==> src/rtl/j1708lf_pkg.sv <==
// Package: shared constants, codes and payload types of the J1708 link framer.
`default_nettype none
package j1708lf_pkg;

    localparam int RX_DEPTH = 32;
    localparam int MAX_MSG  = 21;

    localparam int RX_AW   = $clog2(RX_DEPTH);
    localparam int TX_AW   = $clog2(MAX_MSG);
    localparam int LEN_W   = $clog2(MAX_MSG + 1);
    localparam int PADDR_W = 4;

    localparam logic [1:0] REG_EOM_TIMEOUT  = 2'd0;
    localparam logic [1:0] REG_COLL_WAIT    = 2'd1;
    localparam logic [1:0] REG_MIN_FRAME    = 2'd2;
    localparam logic [1:0] REG_MAX_FRAME    = 2'd3;

    typedef enum logic [1:0] {
        CMD_TICK = 2'd0,
        CMD_RX   = 2'd1,
        CMD_LOAD = 2'd2,
        CMD_SEND = 2'd3
    } t_cmd;

    typedef enum logic [2:0] {
        KIND_RX      = 3'd0,
        KIND_TX      = 3'd1,
        KIND_OK      = 3'd2,
        KIND_COL     = 3'd3,
        KIND_REFUSED = 3'd4
    } t_kind;

    typedef struct packed {
        t_cmd       cmd;
        logic [7:0] data_byte;
    } t_in;

    typedef struct packed {
        t_kind      kind;
        logic [7:0] out_byte;
        logic       last;
    } t_out;

endpackage
`default_nettype wire

==> src/rtl/j1708lf_ram.sv <==
// Generic simple dual-port RAM with one write port and a registered read port.
`default_nettype none
module j1708lf_ram #(
    parameter int WIDTH = 8,
    parameter int DEPTH = 32
) (
    input  wire logic                     i_clk,
    input  wire logic                     i_we,
    input  wire logic [$clog2(DEPTH)-1:0] i_waddr,
    input  wire logic [WIDTH-1:0]         i_wdata,
    input  wire logic [$clog2(DEPTH)-1:0] i_raddr,
    output logic      [WIDTH-1:0]         o_rdata
);

    logic [WIDTH-1:0] r_mem [DEPTH];

    always_ff @(posedge i_clk) begin
        if (i_we) begin
            r_mem[i_waddr] <= i_wdata;
        end
        o_rdata <= r_mem[i_raddr];
    end

endmodule
`default_nettype wire

==> src/rtl/j1708_link_framer_with_echo_check.sv <==
// Top level: J1708 link layer framer with transmit echo check.
//
//  channel | direction | handshake                    | payload
//  --------+-----------+------------------------------+---------------------------
//  in      | request   | i_in_valid / o_in_ready      | i_in_data  (cmd, data_byte)
//  out     | result    | o_out_valid / i_out_ready    | o_out_data (kind, out_byte, last)
//  cfg     | APB write | psel, penable, pwrite, pready | paddr, pwdata, prdata
//
//  Ticks that hand on no frame, received bytes and loads are handled in the idle state.
//  Emitting a frame or sending the transmit message waits on the registered read of
//  the receive or transmit RAM for each byte; the echo compare reads both RAMs side
//  by side in the same way. A single result (refusal, confirm, collision) is handed
//  on from its own response state. Requests are taken only in the idle state.
//  Reset is synchronous and active low; the RAMs need no clearing pass.
//  A stalled output holds the result register and the sequencer waits on it.
`default_nettype none
module j1708_link_framer_with_echo_check (
    input  wire logic                                i_clk,
    input  wire logic                                i_rst_n,
    // request channel
    input  wire logic                                i_in_valid,
    output logic                                     o_in_ready,
    input  wire j1708lf_pkg::t_in                    i_in_data,
    // result channel
    output logic                                     o_out_valid,
    input  wire logic                                i_out_ready,
    output j1708lf_pkg::t_out                        o_out_data,
    // configuration port
    input  wire logic                                psel,
    input  wire logic                                penable,
    input  wire logic                                pwrite,
    input  wire logic [j1708lf_pkg::PADDR_W-1:0]     paddr,
    input  wire logic [31:0]                         pwdata,
    output logic      [31:0]                         prdata,
    output logic                                     pready
);

    localparam int RX_AW = j1708lf_pkg::RX_AW;
    localparam int TX_AW = j1708lf_pkg::TX_AW;
    localparam int LEN_W = j1708lf_pkg::LEN_W;

    typedef enum logic [2:0] {
        ST_IDLE,
        ST_EMIT_RX,
        ST_EMIT_TX,
        ST_CMP,
        ST_RESP
    } t_state;

    // configuration registers
    logic [15:0] r_eom_timeout;
    logic [15:0] r_coll_wait;
    logic [4:0]  r_min_len;
    logic [4:0]  r_max_len;

    // sequencer and link state
    t_state              r_state,      n_state;
    logic [LEN_W-1:0]    r_idx,        n_idx;
    logic [LEN_W-1:0]    r_len,        n_len;
    logic                r_primed,     n_primed;
    j1708lf_pkg::t_kind  r_resp_kind,  n_resp_kind;
    logic                r_out_valid,  n_out_valid;
    j1708lf_pkg::t_out   r_out,        n_out;
    logic [RX_AW-1:0]    r_rx_count,   n_rx_count;
    logic [15:0]         r_eom_left,   n_eom_left;
    logic                r_eom_run,    n_eom_run;
    logic [LEN_W-1:0]    r_tx_len,     n_tx_len;
    logic                r_await,      n_await;
    logic [15:0]         r_col_left,   n_col_left;

    logic                w_cfg_wr;
    logic                w_in_acc;
    logic                w_slot;
    logic                w_rx_we;
    logic                w_tx_we;
    logic [7:0]          w_rx_rdata;
    logic [7:0]          w_tx_rdata;
    logic [15:0]         w_idx16;
    logic [15:0]         w_len16;
    logic [15:0]         w_tx16;
    logic                w_len_ok;
    logic                w_last;
    logic                w_refuse;

    // ---------------------------------------------------------------- config port
    assign pready   = 1'b1;
    assign w_cfg_wr = psel && penable && pwrite && pready;

    always_comb begin
        unique case (paddr[3:2])
            j1708lf_pkg::REG_EOM_TIMEOUT: prdata = {16'd0, r_eom_timeout};
            j1708lf_pkg::REG_COLL_WAIT:   prdata = {16'd0, r_coll_wait};
            j1708lf_pkg::REG_MIN_FRAME:   prdata = {27'd0, r_min_len};
            j1708lf_pkg::REG_MAX_FRAME:   prdata = {27'd0, r_max_len};
            default:                      prdata = 32'd0;
        endcase
    end

    // ---------------------------------------------------------------- handshakes
    assign o_in_ready  = (r_state == ST_IDLE);
    assign w_in_acc    = i_in_valid && o_in_ready;
    assign o_out_valid = r_out_valid;
    assign o_out_data  = r_out;
    // result register free this cycle: empty, or being taken now
    assign w_slot      = !r_out_valid || i_out_ready;

    // ---------------------------------------------------------------- memories
    // Receive bytes land at the fill count; drop them once the count reaches RX_DEPTH - 1.
    assign w_rx_we = w_in_acc && (i_in_data.cmd == j1708lf_pkg::CMD_RX) &&
                     (r_rx_count < RX_AW'(j1708lf_pkg::RX_DEPTH - 1));
    // Transmit bytes append unless an echo is pending or the message is full.
    assign w_tx_we = w_in_acc && (i_in_data.cmd == j1708lf_pkg::CMD_LOAD) &&
                     !r_await && (r_tx_len < LEN_W'(j1708lf_pkg::MAX_MSG));

    assign w_idx16 = 16'(r_idx);

    j1708lf_ram #(
        .WIDTH (8),
        .DEPTH (j1708lf_pkg::RX_DEPTH)
    ) u_rx_ram (
        .i_clk   (i_clk),
        .i_we    (w_rx_we),
        .i_waddr (r_rx_count),
        .i_wdata (i_in_data.data_byte),
        .i_raddr (w_idx16[RX_AW-1:0]),
        .o_rdata (w_rx_rdata)
    );

    j1708lf_ram #(
        .WIDTH (8),
        .DEPTH (j1708lf_pkg::MAX_MSG)
    ) u_tx_ram (
        .i_clk   (i_clk),
        .i_we    (w_tx_we),
        .i_waddr (r_tx_len[TX_AW-1:0]),
        .i_wdata (i_in_data.data_byte),
        .i_raddr (r_idx[TX_AW-1:0]),
        .o_rdata (w_tx_rdata)
    );

    // ---------------------------------------------------------------- decisions
    assign w_len16  = 16'(r_rx_count);
    assign w_tx16   = 16'(r_tx_len);
    // frame length must sit inside [min, max] and fit a message
    assign w_len_ok = (w_len16 >= 16'(r_min_len)) && (w_len16 <= 16'(r_max_len)) &&
                      (w_len16 <= 16'(j1708lf_pkg::MAX_MSG));
    assign w_last   = ((r_idx + LEN_W'(1)) == r_len);
    // refuse a send while nothing is loaded, an echo is pending, the collision
    // wait runs or the receiver is busy
    assign w_refuse = (r_tx_len == '0) || r_await || (r_col_left != 16'd0) ||
                      (r_rx_count != '0) || r_eom_run;

    always_comb begin
        n_state     = r_state;
        n_idx       = r_idx;
        n_len       = r_len;
        n_primed    = r_primed;
        n_resp_kind = r_resp_kind;
        n_out_valid = r_out_valid;
        n_out       = r_out;
        n_rx_count  = r_rx_count;
        n_eom_left  = r_eom_left;
        n_eom_run   = r_eom_run;
        n_tx_len    = r_tx_len;
        n_await     = r_await;
        n_col_left  = r_col_left;

        // drop the result once the consumer takes it
        if (r_out_valid && i_out_ready) begin
            n_out_valid = 1'b0;
        end

        unique case (r_state)
            ST_IDLE: begin
                if (w_in_acc) begin
                    case (i_in_data.cmd)
                        j1708lf_pkg::CMD_TICK: begin
                            // collision countdown steps before the frame timer
                            if (r_col_left != 16'd0) begin
                                n_col_left = r_col_left - 16'd1;
                            end
                            if (r_eom_run) begin
                                if (r_eom_left <= 16'd1) begin
                                    n_eom_left = 16'd0;
                                    n_eom_run  = 1'b0;
                                    n_rx_count = '0;
                                    n_idx      = '0;
                                    n_primed   = 1'b0;
                                    n_len      = w_len16[LEN_W-1:0];
                                    if (w_len_ok) begin
                                        if (r_await) begin
                                            if (w_len16 != w_tx16) begin
                                                n_await     = 1'b0;
                                                n_col_left  = r_coll_wait;
                                                n_resp_kind = j1708lf_pkg::KIND_COL;
                                                n_state     = ST_RESP;
                                            end else begin
                                                n_state = ST_CMP;
                                            end
                                        end else if (r_rx_count != '0) begin
                                            n_state = ST_EMIT_RX;
                                        end
                                    end
                                end else begin
                                    n_eom_left = r_eom_left - 16'd1;
                                end
                            end
                        end
                        j1708lf_pkg::CMD_RX: begin
                            if (w_rx_we) begin
                                n_rx_count = r_rx_count + RX_AW'(1);
                            end
                            // every byte restarts the end-of-message timer
                            n_eom_left = r_eom_timeout;
                            n_eom_run  = 1'b1;
                        end
                        j1708lf_pkg::CMD_LOAD: begin
                            if (w_tx_we) begin
                                n_tx_len = r_tx_len + LEN_W'(1);
                            end
                        end
                        default: begin
                            if (w_refuse) begin
                                n_resp_kind = j1708lf_pkg::KIND_REFUSED;
                                n_state     = ST_RESP;
                            end else begin
                                n_idx    = '0;
                                n_primed = 1'b0;
                                n_len    = r_tx_len;
                                n_await  = 1'b1;
                                n_state  = ST_EMIT_TX;
                            end
                        end
                    endcase
                end
            end

            ST_EMIT_RX, ST_EMIT_TX: begin
                // wait for the registered RAM read, then hand the byte on once the result register is free
                if (!r_primed) begin
                    n_primed = 1'b1;
                end else if (w_slot) begin
                    n_out_valid       = 1'b1;
                    n_out.kind        = (r_state == ST_EMIT_RX) ? j1708lf_pkg::KIND_RX
                                                                 : j1708lf_pkg::KIND_TX;
                    n_out.out_byte    = (r_state == ST_EMIT_RX) ? w_rx_rdata : w_tx_rdata;
                    n_out.last        = w_last;
                    n_idx             = r_idx + LEN_W'(1);
                    n_primed          = 1'b0;
                    if (w_last) begin
                        n_state = ST_IDLE;
                    end
                end
            end

            ST_CMP: begin
                // walk echo and message side by side; stop at the first mismatch
                if (!r_primed) begin
                    n_primed = 1'b1;
                end else if (w_rx_rdata != w_tx_rdata) begin
                    n_await     = 1'b0;
                    n_col_left  = r_coll_wait;
                    n_resp_kind = j1708lf_pkg::KIND_COL;
                    n_state     = ST_RESP;
                end else if (w_last) begin
                    n_await     = 1'b0;
                    n_tx_len    = '0;
                    n_resp_kind = j1708lf_pkg::KIND_OK;
                    n_state     = ST_RESP;
                end else begin
                    n_idx    = r_idx + LEN_W'(1);
                    n_primed = 1'b0;
                end
            end

            ST_RESP: begin
                if (w_slot) begin
                    n_out_valid    = 1'b1;
                    n_out.kind     = r_resp_kind;
                    n_out.out_byte = 8'd0;
                    n_out.last     = 1'b1;
                    n_state        = ST_IDLE;
                end
            end

            default: begin
                n_state = ST_IDLE;
            end
        endcase
    end

    // ---------------------------------------------------------------- registers
    always_ff @(posedge i_clk) begin
        if (!i_rst_n) begin
            r_state       <= ST_IDLE;
            r_primed      <= 1'b0;
            r_out_valid   <= 1'b0;
            r_rx_count    <= '0;
            r_eom_left    <= 16'd0;
            r_eom_run     <= 1'b0;
            r_tx_len      <= '0;
            r_await       <= 1'b0;
            r_col_left    <= 16'd0;
            r_eom_timeout <= 16'd55;
            r_coll_wait   <= 16'd135;
            r_min_len     <= 5'd2;
            r_max_len     <= 5'd21;
        end else begin
            r_state     <= n_state;
            r_primed    <= n_primed;
            r_out_valid <= n_out_valid;
            r_rx_count  <= n_rx_count;
            r_eom_left  <= n_eom_left;
            r_eom_run   <= n_eom_run;
            r_tx_len    <= n_tx_len;
            r_await     <= n_await;
            r_col_left  <= n_col_left;
            if (w_cfg_wr) begin
                unique case (paddr[3:2])
                    j1708lf_pkg::REG_EOM_TIMEOUT: r_eom_timeout <= pwdata[15:0];
                    j1708lf_pkg::REG_COLL_WAIT:   r_coll_wait   <= pwdata[15:0];
                    j1708lf_pkg::REG_MIN_FRAME:   r_min_len     <= pwdata[4:0];
                    j1708lf_pkg::REG_MAX_FRAME:   r_max_len     <= pwdata[4:0];
                    default: begin
                    end
                endcase
            end
        end
        r_idx       <= n_idx;
        r_len       <= n_len;
        r_resp_kind <= n_resp_kind;
        r_out       <= n_out;
    end

endmodule
`default_nettype wire
==> config.mk <==
export PLATFORM = sky130hd
export DESIGN_NAME = j1708_link_framer_with_echo_check
export DESIGN_NICKNAME = d
export VERILOG_FILES = /design/src/rtl/j1708lf_pkg.sv /design/src/rtl/j1708lf_ram.sv /design/src/rtl/j1708_link_framer_with_echo_check.sv
export SDC_FILE = /design/constraint.sdc
export NUM_CORES = 1
export LEC_CHECK = 0
export ABC_CLOCK_PERIOD_IN_PS = 5950
export BUFFER_PORTS_ARGS = -buffer_cell sky130_fd_sc_hd__clkbuf_2
export CELL_PAD_IN_SITES_DETAIL_PLACEMENT = 1
export CELL_PAD_IN_SITES_GLOBAL_PLACEMENT = 1
export CORE_ASPECT_RATIO = 0.6
export CORE_MARGIN = 10
export CORE_UTILIZATION = 56
export DETAILED_ROUTE_END_ITERATION = 8
export HOLD_SLACK_MARGIN = 0.1
export PLACE_DENSITY_LB_ADDON = 0.05
export SLEW_MARGIN = 20
export SYNTH_ARGS = -nofsm -noshare
export SYNTH_HDL_FRONTEND = slang
export SYNTH_HIERARCHICAL = 1
export SYNTH_SLANG_ARGS = --single-unit
==> constraint.sdc <==
create_clock -name i_clk -period 5.95 [get_ports i_clk]
set_input_delay 1.19 -clock i_clk [delete_from_list [all_inputs] [get_ports i_clk]]
set_output_delay 1.19 -clock i_clk [all_outputs]
set_load 0.03 [all_outputs]
**After elaboration in Yosys (flattened, before gate mapping)**

Memories as Yosys holds them, arrays and structs flattened. A register that Yosys moved wholly into a read port is not among the register bits.
Cells that the tools add are included.

- Input port bits: 53
- Register bits after elaboration: 116
- Memory bits (writable): 424
- Logic and storage cells: 226
- Memories kept: 2
- Output and inout bits: 47

Memory list:

| memory | depth | bits a word | rd ports | clocked after memory_dff | wr ports | line | RTL |
|---|---|---|---|---|---|---|---|
| u_rx_ram.r_mem | 32 | 8 | 1 | 1 | 1 | j1708lf_ram.sv:15 | `logic [WIDTH-1:0] r_mem [DEPTH];` |
| u_tx_ram.r_mem | 21 | 8 | 1 | 1 | 1 | j1708lf_ram.sv:15 |  |

- Bitwise gates (word level): 1
- Add/subtract/negate cells: 5
- Reductions and logical operators: 46
- Mux-type cells: 108
- $lt $le $gt $ge: 6
- Equal/unequal tests: 39

Operators with widths:

| kind | count |
|---|---|
| $mux 16 | 12 |
| $pmux 32 s4 | 1 |
| $mux 5 | 19 |
| $mux 3 | 25 |
| $pmux 16 s2 | 2 |
| $pmux 5 s2 | 4 |
| $mux 12 | 3 |
| $sub 16x1->16 const B | 2 |
| $mux 1 | 29 |
| $ne 2x2->1 const B | 12 |
| $pmux 12 s2 | 1 |
| $reduce_and 11->1 | 2 |
| $ne 3x3->1 const B | 6 |
| $pmux 3 s2 | 3 |
| $reduce_and 6->1 | 3 |
| $le 16x1->1 const B | 1 |
| $reduce_bool 16->1 | 1 |
| $add 5x1->5 const B | 3 |
| $pmux 5 s3 | 1 |
| $ne 2x1->1 const B | 6 |
| $pmux 3 s4 | 1 |
| $reduce_and 12->1 | 1 |
| $logic_and 1x1->1 | 11 |
| $lt 5x5->1 const B | 2 |
| 33 further kinds | 54 |

**Logic depth before layout (Yosys ltp)**

Gate-level depths: netlist (run 1).

- Depth in word-level cells: 10
- Gate-level depth with buffers: 11
- Depth with buffers taken out: 9

**Modules after synthesis**

Netlist (run 1), hierarchy kept.

Modules (own cells, without submodules):

| module | instances | cells an instance | area each (µm²) |
|---|---|---|---|
| j1708lf_ram (u_rx_ram) | 1 | 417 | 10053.4 |
| j1708_link_framer_with_echo_check | 1 | 846 | 7000.5 |
| j1708lf_ram (u_tx_ram) | 1 | 372 | 6844.1 |

**Worst setup path after synthesis (run 1)**

No wires, ideal clock.

- Kind: input to output
- Start point: in paddr[2] (netlist name)
- End point: out prdata[10]
- Stages on the path: 4
- Buffers on the path: 2
- Arrival: 2.560 ns
- Setup slack: 2.200 ns
- Data required time: 4.760 ns
- Cell sequence: buf_1 -> clkbuf_1 -> mux2i_1 -> nor2_1

- Cells in the longest elaborated chain, start to end: 2
- Elaborated cells on any way between the ends: 5
- Classes of those cells: 3 x eq/ne; 1 x mux; 1 x reduce/logical

RTL lines:

| item | line | RTL |
|---|---|---|
| start: declaration | j1708_link_framer_with_echo_check.sv:32 | `input wire logic [j1708lf_pkg::PADDR_W-1:0] paddr,` |
| $eq 2x2->1 (tied with other cells) | j1708_link_framer_with_echo_check.sv:90 | `unique case (paddr[3:2])` |
| $pmux 32 s4 (*) | j1708_link_framer_with_echo_check.sv:90 |  |
| end: declaration | j1708_link_framer_with_echo_check.sv:34 | `output logic [31:0] prdata,` |

Every way passes the cells marked *; elsewhere a longest branch is shown, timed or not. The select of a mux whose other input is x is not followed.

**Worst setup path in the final report (run 1)**

- Start point: in paddr[2] (netlist name)
- End point: out prdata[3]

The elaborated chain is that of the path after synthesis.

==> results of run 1 <==
-- worst paths after layout --
path | slack, ns | depth (start not counted) | to
max | 2.18 | 3 | prdata[3]
min | 0.47 | 2 | r_eom_timeout[3]
max reg2reg | 2.39 | 9 | r_col_left[0]
min reg2reg | 0.47 | 2 | r_eom_timeout[3]
-- cell families after synthesis --
group           synth area share, %
other cells                  0.0314
mux                            13.6
flops                          65.4
simple gates                   9.73
buf+inv                        3.06
xor+xnor                       1.04
fa+ha+maj                      1.20
compound gates                 5.95
-- per-stage QoR --
| step | cell area [um2] | instances | hold WS, ns | setup slack [ns] | total power, uW |
|---|---|---|---|---|---|
| 3_5_place_dp | 24600 | 2201 | 0.465 | 1.74 | 5720 |
| 2_1_floorplan | 24000 | 1650 | 0.445 | 2.20 | 5330 |
| 4_1_cts | 26100 | 2293 | 0.474 | 2.17 | 8800 |
| 6_report | 26100 | 2294 | 0.474 | 2.18 | 8750 |
| 5_1_grt | 26100 | 2294 | 0.501 | 2.12 | 9090 |
| 3_3_place_gp | 24600 | 2201 | 0.462 | 1.85 | 5680 |
-- layer usage --
| metal | GRT usage [%] | up-vias | part of all wire (%) |
|---|---|---|---|
| li1 | - | 6333 | - |
| met1 | 36.6 | 7486 | 46 |
| met2 | 35.6 | 515 | 46 |
| met3 | 4.12 | 68 | 7.0 |
| met4 | 4.58 | 2 | 1.4 |
| met5 | 0 | - | 0.013 |
-- final cells by class --
cell class	count	area (um2)	area share [%]
Sequential cell	556	15600	59.8
Multi-Input combinational cell	955	7610	29.1
Clock buffer	66	1340	5.14
Tap cell	570	713	2.73
Timing Repair Buffer	86	523	2.00
Clock inverter	26	185	0.709
Inverter	34	128	0.488
Antenna cell	1	2.50	0.00958
-- flip-flops by register name (all words and copies together) (netlist names), 8 cells and up --
name	flops
u_tx_ram/r_mem	168
u_tx_ram/o_rdata	8
r_eom_timeout	16
r_eom_left	16
o_out_data	12
u_rx_ram/r_mem	256
u_rx_ram/o_rdata	8
r_coll_wait	16
r_col_left	16
-- synth_stat cells, types with 11 or more instances --
master and number:
nor2_1 134, nor3_1 20, nand3b_1 11, ha_1 23
a21oi_1 59, nand2_1 162, nand3_1 45, edfxtp_1 449
a22oi_1 21, nor2b_1 17, mux2_2 19, nor4_1 13
clkbuf_1 40, nand4_1 15, and3_1 11, buf_2 12
dfxtp_1 107, buf_1 15, mux4_2 101, inv_1 33
mux2i_1 76, xor2_1 14, o21ai_0 42, buf_4 27
-- power groups by stage --
stage          sequential, uW  clock (uW)  combinational, uW
2_1_floorplan            4430           0                900
3_3_place_gp             4460           0               1220
3_5_place_dp             4460           0               1250
4_1_cts                  4380        3160               1270
5_1_grt                  4390        3320               1380
6_report                 4380        3090               1270
-- tightest hold or removal path, stage by stage, from the launching register on --
cell	delay, ns
dfxtp_1	0.32
nand2_1	0.06
a21oi_1	0.05
-- layout by cell type (no fill, tap or decap), types with 8 or more instances in the layout --
cell type / netlist / final
edfxtp_1: 449 / 449
nand2_1: 162 / 162
nor2_1: 134 / 133
dfxtp_1: 107 / 107
mux4_2: 101 / 101
mux2i_1: 76 / 76
a21oi_1: 59 / 59
clkbuf_2: 1 / 57
clkbuf_16: 0 / 51
nand3_1: 45 / 45
o21ai_0: 42 / 42
inv_1: 33 / 32
buf_4: 27 / 25
ha_1: 23 / 23
a22oi_1: 21 / 21
mux2_2: 19 / 19
nor2b_1: 17 / 17
nor3_1: 20 / 17
conb_1: 2 / 17
nand4_1: 15 / 15
xor2_1: 14 / 14
clkbuf_1: 40 / 14
nor4_1: 13 / 13
clkinv_1: 0 / 13
and3_1: 11 / 11
nand3b_1: 11 / 11
o21ai_1: 10 / 10
xnor2_1: 9 / 9
a221oi_1: 9 / 9
or3_1: 8 / 8
clkinv_2: 0 / 8
==> reports/results.ini, run 1 <==
[outcome]
status=finished clean

[setup_path]
crit_start=paddr[2]
crit_required_ns=4.76
worstPathMaxFanout=22
crit_path_end_kind=output port
worst-path-buf-inv=2
start_kind=input pin
crit_type=in -> out
slowest_delay_ns=0.64
critPathTopFamily=buffers and inverters
reg2reg_from=r_rx_count[2]
arrival_ns=2.58
cpMaxStageDelayCell=mux4_2
path_cells=clkbuf_2, mux4_2, clkbuf_2
cp_common_cell=clkbuf_2

[detailed_routing]
antenna_left=0
drtIter0Drc=1376
drc=0
vias=14404
wire_per_inst_um=27.0
drt_wl_total_um=62000
first_pass_iters=5
vias_per_cell=6.28

[synth]
synthDominantCellAreaShare_pct=56.4
synth_area_um2=23900
async_reset_ff_share_pct=0
syn_area_per_cell_um2=14.6
synth_top_area_cell=edfxtp_1
synthFlopType=edfxtp_1
ys_warn_count=6
synth-edff-count=449
synth_cell_type_count=82
synth_area_leaders=edfxtp_1, mux4_2, dfxtp_1
synth_seq_cells=556
syn_inst=1635
ys_seq_area_share_pct=65.4

[power_and_ir_drop]
p_int_uw=6440
seq_power_share_pct=50.1
p_leak_uw=0.00879
clock_power_share_pct=35.4
p_comb_share_pct=14.5
irDropWorstVdd_mv=0.273
powerDensity_nw_per_um2=335
power.switching_uw=2310
swShare_pct=26.4

[run]
maxCapViolations=0

[floorplan]
fp-row-count=58
fp.dieH_um=180
die_area_um2=51600
start_util_pct=56.9
core_um2=42000
die_x_um=287
io_pins=100

[timing]
max_slew.worst_pin.slew_ns=1.10
setup_viol=0
tns_ns=0
slew_headroom_pct=26.5
finalClockSkew_ns=0.0218
final.min_clock_period_ns=3.77
hold_viol_final=0
rsz0062_at_grt=no
max_freq_mhz=265
maxSlewViolCount=0
min_period_over_period_pct=63.3

[clock_network]
cts-buffers-inserted=50
clk_latency_ns=0.59
clk_pin_slew_ns=0.06
cts-root-buf=clkbuf_16
clockBufferDepth=3
htreeDepth=2
postCtsHoldBufs=0
post_cts_resized=0
postCtsSetupBuffers=0
cts.sinks=556
cts_tree=yes

[grt]
grt.total_usage_pct=23.9
grt_pass1_vias=14666
grt-ovfl-total=0
grt_max_degree=96
antenna_found_initial=3
grt_pass1_wl_um=94200

[cells_and_area]
final_core_util_pct=62.2
fillCellCount=3927
drive_gt1_share_pct=17.9
area_growth_syn_to_layout_pct=9.36
fin_nets=1759

[hold_path]
hold_path.startpoint=r_eom_timeout[3]
hold_class=reg -> reg

[place]
dpl.hpwl_um=40200
portBuffers=64
place_congestion=0.806

(Power assumes the default switching activity.)
==> run 2: changes to the inputs <==
ABC_CLOCK_PERIOD_IN_PS = 3300   (was 5950)
CORE_UTILIZATION = 47   (was 56)
clock period = 3.3 ns   (was 5.95 ns; I/O delays follow)
==> reports/results.ini, run 2 (same netlist as run 1, synthesis figures left out) <==
[outcome]
status=finished clean

[cells_and_area]
reg_top3=u_rx_ram/r_mem: 256 flops, u_tx_ram/r_mem: 168 flops
area_growth_syn_to_layout_pct=14.3
regMostFlops=u_rx_ram/r_mem
drive_gt1_share_pct=22.7  ; +4.8 points
layout.cells.most_common=edfxtp_1
largest_reg_flops=256  ; unchanged
final_core_util_pct=54.9  ; -7.3 points
antenna_cells=0  ; -1
fin_nets=1847  ; +5.0%
layout_common_cells=edfxtp_1, nand2_1, nor2_1

[floorplan]
core_um2=49800  ; +19%
fp-row-count=63  ; +8.6%
io_pins=100  ; unchanged
die_x_um=311  ; +8.5%
die_area_um2=60600  ; +17%
fp.dieH_um=195  ; +8.1%
start_util_pct=48.0  ; -8.9 points

[setup_path]
r2r_end=r_col_left[5]
start_kind=register
reg2reg_from=r_max_len[2]
crit_required_ns=3.77  ; -0.99 ns
reg2reg_depth=10  ; +1
worstPathMaxFanout=5  ; -77%
arrival_ns=3.38  ; +0.80 ns
crit_start=r_max_len[2]
crit_type=reg -> reg
crit_path_end_kind=register
rrSetupSlack_ns=0.39  ; -2.00 ns

[timing]
finalClockSkew_ns=0.0128  ; -0.00895 ns
max_slew.worst_pin.slew_ns=1.07  ; -0.0327 ns
min_period_over_period_pct=88.3
maxSlewViolCount=0  ; unchanged
tns_ns=0  ; unchanged
rsz0062_at_grt=no
final.min_clock_period_ns=2.91
hold_viol_final=0  ; unchanged
max_freq_mhz=343
setup_viol=0  ; unchanged
fin_ws_ns=0.386  ; -1.79 ns
slew_headroom_pct=28.7  ; +2.2 points

[place]
dp_worst_setup_slack_ns=0.382  ; -1.35 ns
dpl.hpwl_um=44500  ; +11%
place_congestion=0.840  ; +4.3%
portBuffers=64  ; unchanged

[clock_network]
postCtsSetupBuffers=0  ; unchanged
cts-root-buf=clkbuf_16
post_cts_resized=0  ; unchanged
postCtsHoldBufs=0  ; unchanged
cts_tree=yes
clockBufferDepth=3  ; unchanged
htreeDepth=2  ; unchanged
clk_pin_slew_ns=0.07  ; about the same
clk_latency_ns=0.59  ; about the same
cts-buffers-inserted=52  ; +4.0%
cts.sinks=556  ; unchanged

[hold_path]
hold_path.startpoint=pwdata[9]
min_to=r_eom_timeout[9]
hold_class=in -> reg
min_path_cells=3  ; +1

[grt]
grt_pass1_vias=14990  ; +2.2%
grt_max_degree=75  ; -22%
antenna_found_initial=2  ; -1
grt.total_usage_pct=21.3  ; -2.6 points
grt-ovfl-total=0  ; unchanged
grt_pass1_wl_um=98800  ; +4.9%

[power_and_ir_drop]
irDropWorstVdd_mv=0.532  ; +95%
powerDensity_nw_per_um2=624  ; +86%
p_leak_uw=0.00946  ; +7.6%

[detailed_routing]
antenna_left=0  ; unchanged
vias_per_cell=5.89  ; -6.2%
wire_per_inst_um=26.2  ; -2.9%
drtIter0Drc=1570  ; +14%
drt_wl_total_um=65500  ; +5.7%
drc=0  ; unchanged
first_pass_iters=5  ; unchanged
vias=14708  ; +2.1%

[run]
maxCapViolations=0  ; unchanged

-- run 2: cell count changes in the layout (fill, tap and decap cells not counted), sizes merged --
cell	previous run	this run
buf	29	111
bufinv	2	13
diode	1	0
clkinvlp	1	0
clkbuf	123	122
clkinv	21	22
-- run 2: worst max-delay path by stage --
stage	endpoint	slack (ns)	depth (start not counted)
finish	r_col_left[5]	0.39	10
global route	r_col_left[9]	0.13	10
CTS	r_col_left[5]	0.40	10
detailed placement	u_tx_ram/r_mem[9][4]	0.38	8
global placement	u_tx_ram/r_mem[9][4]	0.45	8
floorplan	u_rx_ram/r_mem[28][0]	0.31	9
-- run 2: worst max-delay path, cell delays in order (launching register included) --
cell       delay, ns
dfxtp_1         0.37
inv_1           0.06
ha_1            0.31
a21oi_1         0.14
o21ai_0         0.11
a221oi_1        0.42
o2111ai_2       0.28
buf_4           0.26
nor2_1          0.31
o21ai_0         0.16
a221o_1         0.36
-- run 2: area by class of cell --
| type | count | area (um2) |
|---|---|---|
| tap | 682 | 853 |
| fill | 4803 | 22500 |
| sequential | 556 | 15600 |
| clock inverter | 37 | 515 |
| clock buffer | 61 | 1400 |
| inverter | 34 | 128 |
| timing repair buffer | 172 | 1210 |
| multi-input combinational | 955 | 7600 |
-- run 2: through the flow --
stage	instance area, um2	hold slack (ns)	total power (uW)	std cells
6_report	27300	0.313	17000	2497
5_1_grt	27300	0.310	17700	2497
4_1_cts	27300	0.291	17200	2497
3_5_place_dp	25400	0.496	10400	2399
3_3_place_gp	25400	0.472	10400	2399
2_1_floorplan	24000	0.445	9600	1650
-- run 2: per-layer routing --
| layer | up-vias | routed length (um) | track usage (%) | part of all wire [%] |
|---|---|---|---|---|
| met2 | 404 | 27700 | 30.1 | 42 |
| met5 | - | 13 | 0 | 0.020 |
| met4 | 2 | 838 | 3.38 | 1.3 |
| met1 | 7712 | 32700 | 33.9 | 50 |
| li1 | 6522 | - | - | - |
| met3 | 68 | 4250 | 3.72 | 6.5 |
-- run 2: where the power goes --
group / leakage (uW) / total, uW / internal [uW] / switching, uW
combinational: 0.00360 / 2460 / 931 / 1530
clock: 0.000947 / 6710 / 4040 / 2670
sequential: 0.00491 / 7870 / 7720 / 153
total: 0.00946 / 17000 / 12700 / 4350
